File: config.mk
export PLATFORM = sky130hd
export DESIGN_NAME = midpoint_circle_rasterizer
export DESIGN_NICKNAME = d
export VERILOG_FILES = /design/src/sv/mcr_pkg.sv /design/src/sv/midpoint_circle_rasterizer.sv /design/src/sv/mcr_step_queue.sv /design/src/sv/mcr_front.sv /design/src/sv/mcr_back.sv
export VERILOG_INCLUDE_DIRS = /design/src /design/src/sv
export SDC_FILE = /design/constraint.sdc
export NUM_CORES = 1
export LEC_CHECK = 0
export BUFFER_PORTS_ARGS = -buffer_cell sky130_fd_sc_hd__buf_2
export CAP_MARGIN = 20
export CORE_MARGIN = 2
export CORE_UTILIZATION = 45
export DETAILED_ROUTE_END_ITERATION = 8
export GPL_TIMING_DRIVEN = 0
export REMOVE_ABC_BUFFERS = 1
export SLEW_MARGIN = 5
export SYNTH_ARGS = -nofsm -noshare
export SYNTH_HDL_FRONTEND = slang
export SYNTH_SLANG_ARGS = --single-unit
export TNS_END_PERCENT = 50
File: constraint.sdc
create_clock -name clk -period 15 [get_ports clk]
set_input_delay 0.75 -clock clk [delete_from_list [all_inputs] [get_ports clk]]
set_output_delay 0.75 -clock clk [all_outputs]
set_load 0.005 [all_outputs]
File: src/sv/midpoint_circle_rasterizer_assert.svh
// Assertion macros shared by the circle rasterizer modules.
`ifndef MIDPOINT_CIRCLE_RASTERIZER_ASSERT_SVH
`define MIDPOINT_CIRCLE_RASTERIZER_ASSERT_SVH

// Checks a consequent in the same cycle as its antecedent.
`define MCR_ASSERT_SAME(lbl, ante, cons) \
  lbl: assert property (@(posedge clk) disable iff (!rst_n) (ante) |-> (cons)) \
    else $error("rasterizer same-cycle check failed");

// Checks a consequent in the cycle after its antecedent.
`define MCR_ASSERT_NEXT(lbl, ante, cons) \
  lbl: assert property (@(posedge clk) disable iff (!rst_n) (ante) |=> (cons)) \
    else $error("rasterizer next-cycle check failed");

`endif

File: src/sv/mcr_pkg.sv
// Types and constants shared by the circle rasterizer modules.
`default_nettype none
package mcr_pkg;

  localparam int RAD_W   = 10;
  localparam int DEC_W   = 14;
  localparam int FRAME_W = 13;
  localparam int PIX_W   = 12;
  localparam int COORD_W = 14;
  localparam int QUEUE_DEPTH = 2;
  localparam int CFG_IDX_W = 1;

  localparam logic KIND_START   = 1'b0;
  localparam logic KIND_ADVANCE = 1'b1;

  localparam logic [CFG_IDX_W-1:0] REG_FRAME_WIDTH  = 1'b0;
  localparam logic [CFG_IDX_W-1:0] REG_FRAME_HEIGHT = 1'b1;

  // One octant point together with the end-of-walk flag of its step.
  typedef struct packed {
    logic [RAD_W-1:0] x;
    logic [RAD_W-1:0] y;
    logic             done;
  } step_rec_t;

  // Effective frame size after clamping.
  typedef struct packed {
    logic [FRAME_W-1:0] w;
    logic [FRAME_W-1:0] h;
  } frame_t;

endpackage
`default_nettype wire

File: src/sv/midpoint_circle_rasterizer.sv
// Top level of the midpoint circle rasterizer: configuration registers and the two ends.
`default_nettype none
// A start item loads a radius; it produces no points. Each advance item accepted during
// a walk produces eight mirrored points of the current octant point, one point per cycle
// while the output is taken, all from the single point emitter. Inputs are taken every
// cycle while the two-entry step queue between the decision walker and the emitter has
// room. The emitter stalls while a finished point waits in its output register and is not
// taken. Frame size writes go to cfg_index 0 (width) and 1 (height); sizes of zero act as
// one and sizes above MAX_FRAME saturate.
module midpoint_circle_rasterizer
  import mcr_pkg::*;
#(
  parameter int MAX_RADIUS = 1023,
  parameter int MAX_FRAME  = 4096
) (
  input  wire logic                 clk,
  input  wire logic                 rst_n,
  input  wire logic                 in_push,
  output logic                      in_full,
  input  wire logic                 in_kind,
  input  wire logic [RAD_W-1:0]     in_radius,
  output logic                      out_empty,
  input  wire logic                 out_pop,
  output logic [PIX_W-1:0]          out_pix_x,
  output logic [PIX_W-1:0]          out_pix_y,
  output logic                      out_in_frame,
  output logic                      out_last_of_step,
  output logic                      out_circle_done,
  input  wire logic                 cfg_valid,
  output logic                      cfg_ready,
  input  wire logic [CFG_IDX_W-1:0] cfg_index,
  input  wire logic [FRAME_W-1:0]   cfg_data
);

  localparam int CMP_W = 18;

  logic [FRAME_W-1:0] frame_w_r, frame_w_nxt;
  logic [FRAME_W-1:0] frame_h_r, frame_h_nxt;
  frame_t             frame;
  logic               accept, out_valid, q_full, q_push, q_pop, q_valid;
  step_rec_t          q_in, q_head;

  function automatic logic [FRAME_W-1:0] clamp_frame(input logic [FRAME_W-1:0] v);
    logic [FRAME_W-1:0] res;
    res = v;
    if (v == '0) begin
      res = FRAME_W'(1);
    end else if ({{(CMP_W-FRAME_W){1'b0}}, v} > CMP_W'(MAX_FRAME)) begin
      res = FRAME_W'(MAX_FRAME);
    end
    return res;
  endfunction

  assign cfg_ready = 1'b1;

  always_comb begin
    frame_w_nxt = frame_w_r;
    frame_h_nxt = frame_h_r;
    if (cfg_valid) begin
      case (cfg_index)
        REG_FRAME_WIDTH:  frame_w_nxt = cfg_data;
        REG_FRAME_HEIGHT: frame_h_nxt = cfg_data;
        default: ;
      endcase
    end
  end

  always_ff @(posedge clk) begin
    if (!rst_n) begin
      frame_w_r <= FRAME_W'(256);
      frame_h_r <= FRAME_W'(256);
    end else begin
      frame_w_r <= frame_w_nxt;
      frame_h_r <= frame_h_nxt;
    end
  end

  assign frame.w = clamp_frame(frame_w_r);
  assign frame.h = clamp_frame(frame_h_r);

  assign in_full = q_full;
  assign accept  = in_push && !q_full;

  mcr_front #(
    .MAX_RADIUS (MAX_RADIUS)
  ) u_front (
    .clk      (clk),
    .rst_n    (rst_n),
    .accept   (accept),
    .kind     (in_kind),
    .radius   (in_radius),
    .rec_push (q_push),
    .rec      (q_in)
  );

  mcr_step_queue u_queue (
    .clk        (clk),
    .rst_n      (rst_n),
    .push       (q_push),
    .push_rec   (q_in),
    .full       (q_full),
    .pop        (q_pop),
    .head_rec   (q_head),
    .head_valid (q_valid)
  );

  mcr_back u_back (
    .clk          (clk),
    .rst_n        (rst_n),
    .frame        (frame),
    .head_valid   (q_valid),
    .head_rec     (q_head),
    .head_pop     (q_pop),
    .out_valid    (out_valid),
    .out_take     (out_pop),
    .pix_x        (out_pix_x),
    .pix_y        (out_pix_y),
    .in_frame     (out_in_frame),
    .last_of_step (out_last_of_step),
    .circle_done  (out_circle_done)
  );

  assign out_empty = !out_valid;

endmodule
`default_nettype wire

File: src/sv/mcr_step_queue.sv
// Short queue of octant steps between the walker and the point emitter.
`default_nettype none
module mcr_step_queue
  import mcr_pkg::*;
(
  input  wire logic      clk,
  input  wire logic      rst_n,
  input  wire logic      push,
  input  wire step_rec_t push_rec,
  output logic           full,
  input  wire logic      pop,
  output step_rec_t      head_rec,
  output logic           head_valid
);

  localparam int PTR_W = (QUEUE_DEPTH > 1) ? $clog2(QUEUE_DEPTH) : 1;
  localparam int CNT_W = $clog2(QUEUE_DEPTH + 1);

  step_rec_t          q_r [QUEUE_DEPTH];
  logic [PTR_W-1:0]   wr_ptr_r, wr_ptr_nxt;
  logic [PTR_W-1:0]   rd_ptr_r, rd_ptr_nxt;
  logic [CNT_W-1:0]   cnt_r, cnt_nxt;
  logic               push_en, pop_en;

  assign full       = (cnt_r == CNT_W'(QUEUE_DEPTH));
  assign head_valid = (cnt_r != '0);
  assign head_rec   = q_r[rd_ptr_r];
  assign push_en    = push && !full;
  assign pop_en     = pop && head_valid;

  always_comb begin
    wr_ptr_nxt = wr_ptr_r;
    rd_ptr_nxt = rd_ptr_r;
    cnt_nxt    = cnt_r;
    if (push_en) begin
      wr_ptr_nxt = (wr_ptr_r == PTR_W'(QUEUE_DEPTH - 1)) ? '0 : wr_ptr_r + 1'b1;
    end
    if (pop_en) begin
      rd_ptr_nxt = (rd_ptr_r == PTR_W'(QUEUE_DEPTH - 1)) ? '0 : rd_ptr_r + 1'b1;
    end
    if (push_en && !pop_en) begin
      cnt_nxt = cnt_r + 1'b1;
    end else if (pop_en && !push_en) begin
      cnt_nxt = cnt_r - 1'b1;
    end
  end

  always_ff @(posedge clk) begin
    if (!rst_n) begin
      wr_ptr_r <= '0;
      rd_ptr_r <= '0;
      cnt_r    <= '0;
    end else begin
      wr_ptr_r <= wr_ptr_nxt;
      rd_ptr_r <= rd_ptr_nxt;
      cnt_r    <= cnt_nxt;
    end
  end

  always_ff @(posedge clk) begin
    if (push_en) begin
      q_r[wr_ptr_r] <= push_rec;
    end
  end

`include "midpoint_circle_rasterizer_assert.svh"

  `MCR_ASSERT_SAME(a_cnt_bounded, 1'b1, cnt_r <= CNT_W'(QUEUE_DEPTH))
  `MCR_ASSERT_NEXT(a_cnt_grows, push_en && !pop_en, cnt_r == $past(cnt_r) + 1'b1)

endmodule
`default_nettype wire

File: src/sv/mcr_front.sv
// Front end: accepts items, runs the midpoint decision walk and queues octant steps.
`default_nettype none
module mcr_front
  import mcr_pkg::*;
#(
  parameter int MAX_RADIUS = 1023
) (
  input  wire logic             clk,
  input  wire logic             rst_n,
  input  wire logic             accept,
  input  wire logic             kind,
  input  wire logic [RAD_W-1:0] radius,
  output logic                  rec_push,
  output step_rec_t             rec
);

  localparam int CMP_W = 17;
  localparam int SUM_W = DEC_W + 2;

  logic [RAD_W-1:0]        x_r, x_nxt;
  logic [RAD_W-1:0]        y_r, y_nxt;
  logic signed [DEC_W-1:0] dec_r, dec_nxt;
  logic                    busy_r, busy_nxt;

  logic [RAD_W-1:0]        r_sat;
  logic signed [DEC_W-1:0] dec_start;
  logic signed [SUM_W-1:0] dec_ext, inc_neg, inc_pos, dec_step;
  logic signed [RAD_W:0]   diff;
  logic [RAD_W-1:0]        x_step, y_step;
  logic                    step_done;

  // Radius saturates at the configured maximum.
  assign r_sat = ({{(CMP_W-RAD_W){1'b0}}, radius} > CMP_W'(MAX_RADIUS)) ?
                 RAD_W'(MAX_RADIUS) : radius;
  assign dec_start = DEC_W'($signed(DEC_W'(3)) - $signed({3'b000, r_sat, 1'b0}));

  assign dec_ext = SUM_W'(dec_r);
  assign inc_neg = $signed({{(SUM_W-RAD_W-2){1'b0}}, x_r, 2'b00}) + SUM_W'(6);
  assign diff    = $signed({1'b0, x_r}) - $signed({1'b0, y_r});
  assign inc_pos = $signed({{(SUM_W-RAD_W-3){diff[RAD_W]}}, diff, 2'b00}) + SUM_W'(10);
  assign dec_step = dec_r[DEC_W-1] ? dec_ext + inc_neg : dec_ext + inc_pos;
  assign y_step   = dec_r[DEC_W-1] ? y_r : y_r - 1'b1;
  assign x_step   = x_r + 1'b1;
  assign step_done = (x_step > y_step);

  assign rec_push = accept && (kind == KIND_ADVANCE) && busy_r;
  assign rec.x    = x_r;
  assign rec.y    = y_r;
  assign rec.done = step_done;

  always_comb begin
    x_nxt    = x_r;
    y_nxt    = y_r;
    dec_nxt  = dec_r;
    busy_nxt = busy_r;
    if (accept) begin
      if (kind == KIND_START) begin
        x_nxt    = '0;
        y_nxt    = r_sat;
        dec_nxt  = (r_sat == '0) ? '0 : dec_start;
        busy_nxt = (r_sat != '0);
      end else if (busy_r) begin
        x_nxt    = x_step;
        y_nxt    = y_step;
        dec_nxt  = DEC_W'(dec_step);
        busy_nxt = !step_done;
      end
    end
  end

  always_ff @(posedge clk) begin
    if (!rst_n) begin
      x_r    <= '0;
      y_r    <= '0;
      dec_r  <= '0;
      busy_r <= 1'b0;
    end else begin
      x_r    <= x_nxt;
      y_r    <= y_nxt;
      dec_r  <= dec_nxt;
      busy_r <= busy_nxt;
    end
  end

`include "midpoint_circle_rasterizer_assert.svh"

  `MCR_ASSERT_NEXT(a_done_goes_idle, rec_push && rec.done, !busy_r)
  `MCR_ASSERT_SAME(a_walk_in_octant, busy_r, x_r <= y_r)

endmodule
`default_nettype wire

File: src/sv/mcr_back.sv
// Back end: expands each octant step into eight mirrored, centered and clipped points.
`default_nettype none
module mcr_back
  import mcr_pkg::*;
(
  input  wire logic             clk,
  input  wire logic             rst_n,
  input  wire frame_t           frame,
  input  wire logic             head_valid,
  input  wire step_rec_t        head_rec,
  output logic                  head_pop,
  output logic                  out_valid,
  input  wire logic             out_take,
  output logic [PIX_W-1:0]      pix_x,
  output logic [PIX_W-1:0]      pix_y,
  output logic                  in_frame,
  output logic                  last_of_step,
  output logic                  circle_done
);

  logic [2:0]                k_r;
  logic                      valid_r;
  logic [PIX_W-1:0]          pix_x_r, pix_y_r;
  logic                      in_frame_r, last_r, done_r;

  logic                      load;
  logic [RAD_W-1:0]          a, b;
  logic signed [COORD_W-1:0] px, py, cx, cy;
  logic                      in_x, in_y, pt_in, last_pt;

  assign load    = head_valid && (!valid_r || out_take);
  assign last_pt = (k_r == 3'd7);
  assign head_pop = load && last_pt;

  // Bit 2 of the point index swaps x and y, bit 0 negates x, bit 1 negates y.
  assign a  = k_r[2] ? head_rec.y : head_rec.x;
  assign b  = k_r[2] ? head_rec.x : head_rec.y;
  assign px = k_r[0] ? -$signed({{(COORD_W-RAD_W){1'b0}}, a}) :
                        $signed({{(COORD_W-RAD_W){1'b0}}, a});
  assign py = k_r[1] ? -$signed({{(COORD_W-RAD_W){1'b0}}, b}) :
                        $signed({{(COORD_W-RAD_W){1'b0}}, b});
  assign cx = px + $signed({{(COORD_W-FRAME_W+1){1'b0}}, frame.w[FRAME_W-1:1]});
  assign cy = py + $signed({{(COORD_W-FRAME_W+1){1'b0}}, frame.h[FRAME_W-1:1]});
  assign in_x = !cx[COORD_W-1] && (cx < $signed({{(COORD_W-FRAME_W){1'b0}}, frame.w}));
  assign in_y = !cy[COORD_W-1] && (cy < $signed({{(COORD_W-FRAME_W){1'b0}}, frame.h}));
  assign pt_in = in_x && in_y;

  always_ff @(posedge clk) begin
    if (!rst_n) begin
      k_r     <= '0;
      valid_r <= 1'b0;
    end else if (load) begin
      k_r     <= k_r + 1'b1;
      valid_r <= 1'b1;
    end else if (out_take) begin
      valid_r <= 1'b0;
    end
  end

  always_ff @(posedge clk) begin
    if (load) begin
      pix_x_r    <= pt_in ? cx[PIX_W-1:0] : '0;
      pix_y_r    <= pt_in ? cy[PIX_W-1:0] : '0;
      in_frame_r <= pt_in;
      last_r     <= last_pt;
      done_r     <= last_pt && head_rec.done;
    end
  end

  assign out_valid    = valid_r;
  assign pix_x        = pix_x_r;
  assign pix_y        = pix_y_r;
  assign in_frame     = in_frame_r;
  assign last_of_step = last_r;
  assign circle_done  = done_r;

`include "midpoint_circle_rasterizer_assert.svh"

  `MCR_ASSERT_SAME(a_done_on_last, valid_r && done_r, last_r)
  `MCR_ASSERT_NEXT(a_last_wraps, load && last_pt, k_r == 3'd0)

endmodule
`default_nettype wire
After elaboration in Yosys (flattened, before gate mapping) --
Memories as Yosys holds them, arrays and structs flattened. A register that Yosys moved wholly into a read port is not among the register bits. Index checks and enable logic that the tools add are counted.
Operators by class: equal/unequal tests 3, add/subtract/negate cells 17, magnitude comparators 5, bitwise logic cells 1, muxes and demuxes 29, reductions and logical operators 31
Operators with widths (count):
- 2-to-1 mux 14 bit | 6
- 2-to-1 mux 10 bit | 7
- 2-to-1 mux 13 bit | 4
- adder 14 x 13 -> 14 bit | 2
- adder 14 bit | 2
- less-than comparator 14 bit | 2
- negator 10 -> 14 bit | 2
- > comparator 13 bit, second input constant | 2
- zero test 13 bit | 2
- adder 13 x 5 -> 14 bit, second input constant | 1
- adder 12 x 3 -> 13 bit, second input constant | 1
- logical AND 1 bit | 13
- subtractor 2 x 11 -> 12 bit, first input constant | 1
- subtractor 10 x 10 -> 11 bit | 1
- adder 10 x 1 -> 10 bit, second input constant | 1
- > comparator 10 bit | 1
- zero test 10 bit | 1
- 2-to-1 mux 1 bit | 10
- nonzero test 10 bit | 1
- subtractor 10 x 1 -> 10 bit, second input constant | 1
- zero test 1 bit | 7
- AND reduction 2 bit | 3
- nonzero test 2 bit | 3
- 2-to-1 mux 2 bit | 2
- other kinds (9) | 10
Storage, ports and cells: flip-flop bits (word level) 96, output and inout port bits 30, bits in writable memories 42, memories kept 1, bits of input ports 30
Memory list:
- u_queue.q_r | depth 2, width 21, read ports 1, clocked after Yosys merged registers in 1, write ports 1, RTL line mcr_step_queue.sv:19 | step_rec_t q_r [QUEUE_DEPTH];

Longest topological paths before layout --
Gate-level depths: netlist of run 1.
word-level depth 10, depth in mapped cells 27, depth with buffers taken out 24

Cells and area by module --
From an unflattened synthesis of run 1, not the netlist that was laid out.
Unflattened totals: cell total of the unflattened synthesis 1212, area total of the unflattened synthesis 10741.6 µm²
Modules (own cells, without submodules):
- mcr_front | sequential area each 680.7 µm², instances 1, cells an instance 516, area each 4001.3 µm²
- mcr_back | sequential area each 890.9 µm², instances 1, cells an instance 452, area each 3801.1 µm²
- mcr_step_queue | sequential area each 1361.3 µm², instances 1, cells an instance 90, area each 1744.2 µm²
- midpoint_circle_rasterizer | sequential area each 520.5 µm², instances 1, cells an instance 154, area each 1194.9 µm²

Least setup slack after synthesis of run 1 --
Ideal clock, no wire load.
path kind register -> register, start register with a tool-made name, end register u_back.pix_y_r[3] (netlist: u_back.pix_y[3]) (data pin), slack 10.054 ns, required time 14.862 ns, setup time 0.138 ns, path buffers 4, stages on the path, launching flop included 26, arrival time 4.809 ns, cells stage by stage dfxtp_1 buf_6 buf_12 buf_8 mux2_2 o21ai_0 ha_1 nand2b_1 o21ai_0 xnor2_1 ha_1 a2111oi_0 a21oi_1 a31oi_1 a211oi_1 or3_1 a21oi_1 xnor2_1 ha_1 nor3_1 nand3_1 mux2_2 a21oi_4 o211ai_4 buf_12 nor2_1
RTL lines:
- to (signal assigned) | RTL line mcr_back.sv:63 | pix_y_r <= pt_in ? cy[PIX_W-1:0] : '0;
- to (decl) | RTL line mcr_back.sv:23 | logic [PIX_W-1:0] pix_x_r, pix_y_r;

==> out/qor.csv, run 1 <==
stage,metric,value,unit
outcome,status,"complete, no violations",
timing,Final Hold Vio Count,0,
routing,DR iter-0 viols,387,
synth,adder-cell share of the synthesized area,13.8,%
worst_hold_path,Hold WC Path Type,flip-flop to flip-flop,
synth,Cells after Synth,1141,
timing,Tcrit/Tclk final,40.8,%
routing,overall routed net length,23500,um
finish,layout cells sized above 1,10.9,%
clocking,CTS HTree Levels,4,
synth,multiplexer share of the synthesized area,5.81,%
worst_setup_path,Crit path required time,15250,ps
clocking,clock sinks,138,
finish,design area,11500,sq um
finish,most frequent cells in the layout,"nand2_1, ha_1, inv_1",
grt,gr ovfl total,0,
synth,Synth Register Bits,138,
pwr,PD cells,100,nW/um^2
floorplan,top-level port count,60,
timing,clock skew,12.9,ps
timing,RSZ-0062 raised after global routing,false,
grt,vias in the first global route,7855,
timing,hold slack,490,ps
clocking,post-CTS sizing,0,
timing,clock period minus worst slack,6120,ps
pwr,P_leak,0.00485,uW
routing,wire per inst,15.9,um
timing,Slew @ Worst Pin,1060,ps
finish,area growth from synthesis to layout,10.4,%
clocking,setup bufs post-CTS,0,
routing,DRC,0,
worst_setup_path,startpoint type of the worst setup path,flip-flop,
floorplan,Initial Util,45.8,%
grt,largest net degree at the start of global routing,49,
synth,Synth Cell Area,10400,sq um
timing,final slew viol count,0,
place,# port buffers,58,
grt,first-pass GRT wire length,38600,um
routing,via/cell ratio,5.48,
clocking,clock transition at the registers of the reported paths,60,ps
clocking,Post-CTS Hold Fix Bufs,0,
synth,Synth async-reset ratio,0,%
routing,DRT antenna net count,0,
synth,library cells used by synthesis,77,
timing,Final setup viols,0,
grt,initial antenna violation count,0,
routing,total number of vias,8104,
floorplan,Die X,156,um
worst_setup_path,worst setup path class,flip-flop to flip-flop,
worst_setup_path,peak fanout along the critical path,25,
synth,Post-synth EDFFs,69,
synth,Ys Warns,0,
synth,sequential area share after synthesis,33.3,%
clocking,Clock Tree Buf Depth,2,
finish,Final Core Density,50.6,%
place,GPL Wtd Cong,0.859,
place,Post-DP Area,10900,sq um
floorplan,Die Ht,156,um
synth,Synth Flop Type,edfxtp_1,
routing,First-pass DRT Iterations,5,
finish,nets,1321,
floorplan,FP Rows,55,
synth,simple-gate share of the synthesized area,17.5,%
timing,Fmax,0.163,GHz
clocking,worst-skew pair later-pin latency,430,ps
worst_setup_path,Worst Path Arrival,6370,ps
grt,Total GRT Usage,20.0,%
synth,largest family of logic cells by synthesized area,simple AND/OR/NAND/NOR gates,
synth,Synth Area in Compound Gates,16.6,%
worst_setup_path,crit end category,flip-flop,
timing,worst relative slew slack,29.3,%
finish,"most common cell after layout, fill and taps aside",nand2_1,
place,dpl hpwl,18200,um
clocking,number of buffers created by CTS,17,
timing,post-route setup TNS,0,ps
synth,synthesized area per cell,9.10,sq um
run,max_cap viols,0,
synth,xor/xnor share of the synthesized area,7.82,%
finish,# diodes,0,
pwr,maximum VDD drop,0.0776,mV
floorplan,core footprint,22600,sq um
floorplan,DIE AREA,24300,sq um
clocking,clock root buffer,clkbuf_16,
clocking,TritonCTS clock tree,built,
finish,number of fill cells,2112,
==> final timing paths <==
check | start | to | slack [ps] | depth (start not counted)
worst max-delay path | flip-flop | u_back.pix_x[11]$_SDFFCE_PN0P_ | 8880 | 22
worst min-delay path | frame_h_r[3]$_SDFFE_PN0P_ | frame_h_r[3]$_SDFFE_PN0P_ | 490 | 2
worst max register to register | flip-flop | u_back.pix_x[11]$_SDFFCE_PN0P_ | 8880 | 22
worst min register to register | frame_h_r[3]$_SDFFE_PN0P_ | frame_h_r[3]$_SDFFE_PN0P_ | 490 | 2
==> kinds of logic after synthesis <==
kind of cell / Yosys count
muxes: 38
AOI/OAI and AO/OA: 263
DFF: 138
adders and majority gates: 112
other: 1
buffers and inverters: 116
and+or+nand+nor: 384
xor gates and xnor gates: 89
==> per-stage QoR <==
step / setup slack [ps] / std cells / power, uW
after floorplan: 9420 / 1098 / 664
after detailed placement: 8870 / 1446 / 743
final: 8880 / 1478 / 1150
after global routing: 8140 / 1478 / 1220
after CTS: 8850 / 1478 / 1160
after global placement: 8390 / 1441 / 736
==> power breakdown <==
group	leakage (uW)	total, uW	switching [uW]	internal [uW]
logic	0.00337	301	174	127
registers	0.00120	432	17.4	415
clock network	0.000276	413	181	232
==> cell usage after synthesis (14+ instances only) <==
cell / number / area (sq um)
o21ai_0: 67 / 335
inv_1: 71 / 267
a21boi_0: 33 / 248
clkbuf_1: 32 / 120
nor3_1: 25 / 125
xor2_1: 26 / 228
edfxtp_1: 69 / 2070
xnor2_1: 61 / 534
a21oi_1: 57 / 285
dfxtp_1: 69 / 1380
ha_1: 106 / 1330
nand3_1: 14 / 70.1
and2_1: 19 / 119
nand2_1: 156 / 586
mux2i_1: 18 / 180
nor2b_1: 22 / 138
a21o_1: 16 / 120
nor2_1: 69 / 259
==> worst max-delay path, stage by stage (launching register included) <==
cell and delay, ps:
dfxtp_1 580, buf_16 220, mux2_2 340, o21ai_0 360
ha_1 240, nand2b_1 130, o21ai_0 230, xnor2_1 100
ha_1 210, a2111oi_0 400, a21oi_1 100, a31oi_1 460
a211oi_1 170, or3_1 390, a21oi_1 180, xnor2_1 120
ha_1 210, nor3_1 320, nand3_1 130, mux2_2 300
a21oi_4 150, o211ai_4 290, nor3b_1 290
==> sequential cells by signal, summed over array words and instances (netlist names), named ones only <==
register,cells
u_back.pix_y,12
u_front.dec_r,13
u_queue.q_r,42
u_front.busy_r,1
u_front.y_r,10
frame_w_r,13
u_front.x_r,10
u_back.pix_x,12
u_back.out_valid,1
u_back.circle_done,1
u_queue.cnt_r,2
u_back.k_r,3
u_queue.rd_ptr_r,1
u_back.in_frame,1
frame_h_r,13
u_back.last_of_step,1
u_queue.wr_ptr_r,1
==> per-layer routing <==
metal / vias to the layer above / part of all wire (%) / track usage [%]
met5: - / 0 / 0
li1: 4188 / - / -
met1: 3771 / 45 / 24.3
met3: 23 / 2.9 / 3.33
met4: 0 / 1.6 / 5.85
met2: 122 / 50 / 36.5
==> final cells by class <==
type	count	area, sq um	share of cell area (%)
Inverter	73	274	2.39
Multi-Input combinational cell	887	6410	56.0
Tap cell	285	357	3.11
Sequential cell	138	3450	30.2
Clock inverter	14	135	1.18
Clock buffer	18	429	3.75
Timing Repair Buffer	63	395	3.45
No activity file was read; power rests on OpenSTA's default activity.
==> inputs of run 2 (changes only) <==
==> constraint.sdc (replaced) <==
create_clock -name clk -period 5.3 [get_ports clk]
set_input_delay 0.265 -clock clk [delete_from_list [all_inputs] [get_ports clk]]
set_output_delay 0.265 -clock clk [all_outputs]
set_load 0.005 [all_outputs]
==> out/qor.csv, run 2 (synthesized netlist as in run 1, its figures left out) <==
stage,metric,value,unit,change
finish,layout cells sized above 1,18.4,%,+7.5 points
clocking,number of buffers created by CTS,17,,unchanged
pwr,P_leak,0.00505,uW,+4.3%
grt,largest net degree at the start of global routing,49,,unchanged
pwr,Total Power,3460,uW,+200%
grt,first-pass GRT wire length,40100,um,+3.9%
clocking,clock transition at the registers of the reported paths,60,ps,about the same
worst_setup_path,R2R Path End,u_back.pix_x[11]$_SDFFCE_PN0P_,,
worst_setup_path,R2R Setup Slk,120,ps,-8760 ps
timing,Final Hold Vio Count,0,,unchanged
floorplan,Die Ht,156,um,unchanged
worst_setup_path,slowest stage cell on the critical path,mux4_2,,
pwr,PD cells,286,nW/um^2,+190%
routing,overall routed net length,25400,um,+7.8%
routing,DRT antenna net count,0,,unchanged
worst_setup_path,Worst Path Arrival,5460,ps,-910 ps
worst_hold_path,Hold WC Path Type,primary input to flip-flop,,
finish,"most common cell after layout, fill and taps aside",nand2_1,,
timing,worst relative slew slack,28.9,%,-0.37 points
clocking,clock sinks,138,,unchanged
timing,RSZ-0062 raised after global routing,true,,
finish,"Most flops, register",u_queue.q_r,,
pwr,Int Power,2300,uW,+200%
pwr,Net Sw Frac,33.4,%,+0.96 points
outcome,status,"complete, no violations",,
timing,final slew viol count,0,,unchanged
timing,Slew @ Worst Pin,1070,ps,+5.60 ps
routing,total number of vias,8417,,+3.9%
place,dpl hpwl,18200,um,unchanged
worst_setup_path,Top delay family on crit path,compound AO/OA/AOI/OAI gates,,
finish,max reg flops,42,,unchanged
grt,Total GRT Usage,21.0,%,+0.92 points
worst_setup_path,Crit path required time,5580,ps,-9670 ps
worst_hold_path,Hold Path Origin,cfg_data[8],,
grt,vias in the first global route,8021,,+2.1%
clocking,clock root buffer,clkbuf_16,,
floorplan,top-level port count,60,,unchanged
worst_setup_path,crit end category,flip-flop,,
routing,via/cell ratio,5.58,,+1.7%
run,max_cap viols,0,,unchanged
routing,DR iter-0 viols,359,,-7.2%
finish,area growth from synthesis to layout,16.7,%,
grt,gr ovfl total,0,,unchanged
pwr,sequential power share,35.4,%,-2.3 points
clocking,CTS HTree Levels,4,,unchanged
finish,most frequent cells in the layout,"nand2_1, ha_1, inv_1",,
place,# port buffers,58,,unchanged
clocking,worst-skew pair later-pin latency,430,ps,about the same
worst_hold_path,Worst Hold Depth,3,,+1
clocking,TritonCTS clock tree,built,,
worst_setup_path,Reg2Reg Depth,25,,+14%
floorplan,Die X,156,um,unchanged
timing,Fmax,0.193,GHz,+18%
timing,Final setup viols,0,,unchanged
finish,number of fill cells,2038,,-3.5%
worst_setup_path,peak fanout along the critical path,5,,-80%
clocking,Post-CTS Hold Fix Bufs,0,,unchanged
pwr,Switch Pwr,1160,uW,+210%
worst_setup_path,largest stage delay on the critical path,560,ps,-20 ps
worst_setup_path,worst setup path class,flip-flop to flip-flop,,
finish,# diodes,0,,unchanged
floorplan,DIE AREA,24300,sq um,unchanged
pwr,combinational power share,30.8,%,+4.5 points
grt,initial antenna violation count,0,,unchanged
place,GPL Wtd Cong,0.859,,unchanged
pwr,Clk pwr share,33.8,%,-2.2 points
routing,DRC,0,,unchanged
pwr,maximum VDD drop,0.221,mV,+180%
floorplan,core footprint,22600,sq um,unchanged
worst_hold_path,Hold EP,frame_h_r[8]$_SDFFE_PN1P_,,
timing,hold slack,83.5,ps,-406 ps
finish,nets,1352,,+2.3%
routing,wire per inst,16.8,um,+5.6%
timing,clock skew,11.2,ps,-1.70 ps
worst_setup_path,startpoint type of the worst setup path,flip-flop,,
timing,Tcrit/Tclk final,97.7,%,+57 points
clocking,Clock Tree Buf Depth,2,,unchanged
routing,First-pass DRT Iterations,4,,-1
worst_setup_path,Worst Path Buf+Inv,5,,+4
floorplan,Initial Util,45.8,%,unchanged
timing,clock period minus worst slack,5180,ps,-939 ps
floorplan,FP Rows,55,,unchanged
==> run 2: timing repair <==
| item | in CTS | in global routing |
|---|---|---|
| endpoints found under the hold margin | 0 | 0 |
| endpoints found under the setup margin | 25 | 25 |
| pin swaps | 14 | 23 |
| gates resized for setup | 38 | 60 |
| cloned | 3 | 1 |
| setup buffers | 12 | 15 |
==> run 2: metrics by stage <==
step,utilization [%],setup TNS [ps],setup WS [ps],instances,instance area [sq um]
floorplan,-,-5200,-284,1098,10100
global placement,47.6,-29550,-1310,1441,10800
detailed placement,48.1,-18160,-826,1446,10900
CTS,51.7,-12.8,-12.8,1493,11700
global route,53.5,-3640,-189,1509,12100
finish,53.5,0,123,1509,12100
==> run 2: worst register-to-register path, stage by stage (launching register included) <==
cell and delay (ps):
dfxtp_4 410, buf_16 130, mux4_2 560, nand3b_1 260
or2_2 330, nand2_1 80, xnor2_1 70, ha_1 300
o21ai_1 110, a21oi_2 240, a41o_1 160, nand2_1 110
o32ai_4 320, o41ai_2 90, buf_4 140, o21ba_2 190
o21bai_1 150, xor2_1 110, ha_2 220, nor4_4 310
o221ai_2 140, inv_2 70, buf_4 120, o211ai_4 90
buf_6 160, nor3b_2 140
==> run 2: worst max-delay path by stage <==
stage / start / slack, ps / cells after the start / endpoint
after global routing: flip-flop / -190 / 26 / u_back.pix_x[2]$_SDFFCE_PN0P_
after global placement: flip-flop / -1310 / 21 / u_back.pix_y[1]$_SDFFCE_PN0P_
after CTS: flip-flop / -10 / 23 / u_back.pix_x[11]$_SDFFCE_PN0P_
after floorplan: flip-flop / -280 / 20 / u_back.pix_x[11]$_SDFFCE_PN0P_
after detailed placement: flip-flop / -830 / 22 / u_back.pix_x[11]$_SDFFCE_PN0P_
final: flip-flop / 120 / 25 / u_back.pix_x[11]$_SDFFCE_PN0P_
==> run 2: cell type report <==
class | instances | area [sq um] | area share, %
clock inverters | 14 | 135 | 1.12
flip-flops and latches | 138 | 3460 | 28.6
multi-input cells | 890 | 6780 | 56.0
well taps | 285 | 357 | 2.95
repair buffers | 91 | 672 | 5.55
clock buffers | 18 | 429 | 3.55
inverters | 73 | 274 | 2.26
==> run 2: routing by layer <==
metal,vias up,wire (um),track usage (%)
li1,4250,-,-
met1,3964,11100,25.1
met2,159,12800,38.0
met3,44,788,3.44
met4,0,709,7.21
met5,-,0,0
==> run 2: power groups by stage <==
stage                     clock [uW]  sequential, uW  combinational, uW
after floorplan                    0            1230                648
after global placement             0            1250                838
after detailed placement           0            1250                855
after CTS                       1190            1220                959
after global routing            1250            1230               1180
final                           1170            1220               1070
==> inputs of run 3 (changes only) <==
--- a/config.mk
+++ b/config.mk
@@ -8,6 +8,7 @@
 export LEC_CHECK = 0
 export BUFFER_PORTS_ARGS = -buffer_cell sky130_fd_sc_hd__buf_2
 export CAP_MARGIN = 20
+export CORE_ASPECT_RATIO = 1.5
 export CORE_MARGIN = 2
 export CORE_UTILIZATION = 45
 export DETAILED_ROUTE_END_ITERATION = 8
==> out/qor.csv, run 3 (synthesized netlist as in run 1, its figures left out) <==
stage,metric,value,unit,change
worst_setup_path,crit end category,flip-flop,,
timing,Final Hold Vio Count,0,,unchanged
floorplan,Die Ht,190,um,+22%
finish,area growth from synthesis to layout,17.6,%,
routing,DR iter-0 viols,423,,+18%
pwr,Clk pwr share,35.5,%,+1.7 points
routing,via/cell ratio,5.59,,+0.25%
clocking,clock transition at the registers of the reported paths,60,ps,about the same
clocking,CTS HTree Levels,4,,unchanged
floorplan,DIE AREA,24300,sq um,about the same
clocking,clock root buffer,clkbuf_16,,
clocking,Post-CTS Hold Fix Bufs,0,,unchanged
timing,RSZ-0062 raised after global routing,true,,
timing,clock skew,12.6,ps,+1.39 ps
finish,most frequent cells in the layout,"nand2_1, ha_1, inv_1, edfxtp_1, dfxtp_1",,
routing,First-pass DRT Iterations,5,,+1
pwr,sequential power share,34.8,%,-0.6 points
floorplan,Die X,128,um,-18%
finish,Layout Cells excl Fill,1506,,-0.20%
finish,Final Core Density,53.5,%,about the same
routing,DRC,0,,unchanged
finish,combined area of the multi-input logic cells,6800,sq um,+0.39%
clocking,worst-skew pair later-pin latency,440,ps,about the same
grt,largest net degree at the start of global routing,51,,+4.1%
pwr,Net Sw Frac,32.2,%,-1.2 points
finish,# diodes,0,,unchanged
routing,overall routed net length,26100,um,+3.0%
place,# port buffers,58,,unchanged
finish,"most common cell after layout, fill and taps aside",nand2_1,,
floorplan,Initial Util,45.5,%,-0.32 points
finish,nets,1354,,+0.15%
timing,final worst setup slack,-19.6,ps,-142 ps
floorplan,FP Rows,68,,+24%
timing,Slew @ Worst Pin,1000,ps,-65.0 ps
finish,"Most flops, register",u_queue.q_r,,
timing,Fmax,0.188,GHz,-2.7%
grt,initial antenna violation count,0,,unchanged
routing,wire per inst,17.4,um,+3.2%
clocking,TritonCTS clock tree,built,,
timing,final slew viol count,0,,unchanged
worst_hold_path,Hold WC Path Type,primary input to flip-flop,,
routing,routed length on met3,612,um,-22%
worst_setup_path,Crit path required time,5600,ps,+20 ps
routing,met2 wire length,14500,um,+13%
grt,vias in the first global route,8328,,+3.8%
worst_setup_path,Worst Path Arrival,5620,ps,+160 ps
worst_setup_path,peak fanout along the critical path,6,,+1
floorplan,core footprint,22800,sq um,+0.71%
clocking,number of buffers created by CTS,17,,unchanged
outcome,status,"complete, but fails checks",,
place,dpl hpwl,19300,um,+6.0%
timing,clock period minus worst slack,5320,ps,+142 ps
routing,metal1 wirelength,10100,um,-9.1%
pwr,combinational power share,29.7,%,-1.1 points
grt,Total GRT Usage,21.6,%,+0.66 points
grt,gr ovfl total,0,,unchanged
worst_setup_path,worst setup path class,flip-flop to flip-flop,,
finish,Reg area,3460,sq um,unchanged
pwr,P_leak,0.00507,uW,+0.40%
place,GPL Wtd Cong,0.875,,+1.9%
floorplan,top-level port count,60,,unchanged
place,placed cells,1441,,-0.35%
routing,DRT antenna net count,0,,unchanged
pwr,Switch Pwr,1130,uW,-2.3%
finish,number of fill cells,2123,,+4.2%
pwr,Int Power,2380,uW,+3.3%
pwr,PD cells,288,nW/um^2,+0.62%
timing,Tcrit/Tclk final,100,%,+2.7 points
outcome,failing checks,negative setup slack,,
run,max_cap viols,0,,unchanged
clocking,Clock Tree Buf Depth,2,,unchanged
routing,Max Used Layer,met4,,
finish,layout cells sized above 1,19.2,%,+0.87 points
grt,first-pass GRT wire length,41300,um,+2.9%
timing,worst relative slew slack,32.6,%,+3.7 points
clocking,clock sinks,138,,unchanged
timing,Final setup viols,11,,+11
routing,total number of vias,8421,,+0.048%
pwr,maximum VDD drop,0.254,mV,+15%
finish,max reg flops,42,,unchanged
worst_setup_path,startpoint type of the worst setup path,flip-flop,,
==> run 3: cell types whose count changed in the layout (fill, tap and decap cells not counted), moves of 3 or more <==
cell	before	now
nor2_1	61	55
mux2i_2	3	0
ha_1	101	98
nor2_4	3	8
buf_4	21	25
mux2i_1	15	18
==> run 3: layout make-up <==
type / instances / share of cell area [%]
multi-input combinational: 888 / 55.8
sequential: 138 / 28.4
timing repair buffer: 95 / 5.76
clock buffer: 19 / 3.63
tap: 280 / 2.87
inverter: 73 / 2.25
clock inverter: 13 / 1.36
==> run 3: power groups by stage <==
stage | Combinational (uW) | Sequential (uW) | Clock, uW
floorplan | 648 | 1230 | 0
global placement | 846 | 1250 | 0
detailed placement | 867 | 1250 | 0
CTS | 958 | 1220 | 1270
global route | 1160 | 1230 | 1310
finish | 1040 | 1220 | 1240
==> run 3: path summary, 6_finish.rpt <==
path | slack (ps) | cells after the start | to | startpoint
max | -20 | 22 | u_back.pix_x[4]$_SDFFCE_PN0P_ | flip-flop
min | 80 | 3 | frame_w_r[8]$_SDFFE_PN1P_ | cfg_data[8]
max reg2reg | -20 | 22 | u_back.pix_x[4]$_SDFFCE_PN0P_ | flip-flop
min reg2reg | 490 | 2 | frame_w_r[5]$_SDFFE_PN0P_ | frame_w_r[5]$_SDFFE_PN0P_
==> run 3: metrics by stage <==
| step | worst slack [ps] | TNS [ps] | area [sq um] | hold WS, ps | total power, uW |
|---|---|---|---|---|---|
| 6_report | -19.6 | -111 | 12200 | 79.4 | 3510 |
| 2_1_floorplan | -284 | -5200 | 10100 | 337 | 1880 |
| 4_1_cts | 4.95 | 0 | 11800 | 67.8 | 3450 |
| 3_3_place_gp | -1320 | -31280 | 10800 | 470 | 2090 |
| 5_1_grt | -216 | -4440 | 12200 | 80.6 | 3700 |
| 3_5_place_dp | -830 | -18940 | 10900 | 474 | 2110 |
==> run 3: what timing repair did <==
action                                  in CTS  in global routing
cloned                                       1                  2
endpoints found under the setup margin      25                 25
buffers inserted                            19                 10
pin swaps                                   19                 39
resized for setup                           52                 60
==> run 3: metal layers <==
metal / track usage, % / up-vias
met5: 0 / -
met4: 10.6 / 0
met3: 3.04 / 48
met2: 41.5 / 135
met1: 22.6 / 4013
li1: - / 4225
==> run 3: critical path: stages (launching register included) <==
cell	delay [ps]
dfxtp_4	390
clkbuf_16	160
mux4_2	510
or4_4	550
or2_1	250
o21ai_1	150
xnor2_1	100
ha_2	230
or3_1	340
o21ai_0	90
a21oi_1	100
a31oi_2	260
xnor2_1	180
ha_1	260
o21a_1	190
o2111ai_2	260
a211oi_4	90
nor4_4	330
o221ai_2	140
inv_2	140
o211ai_4	150
buf_6	180
nor2_1	100
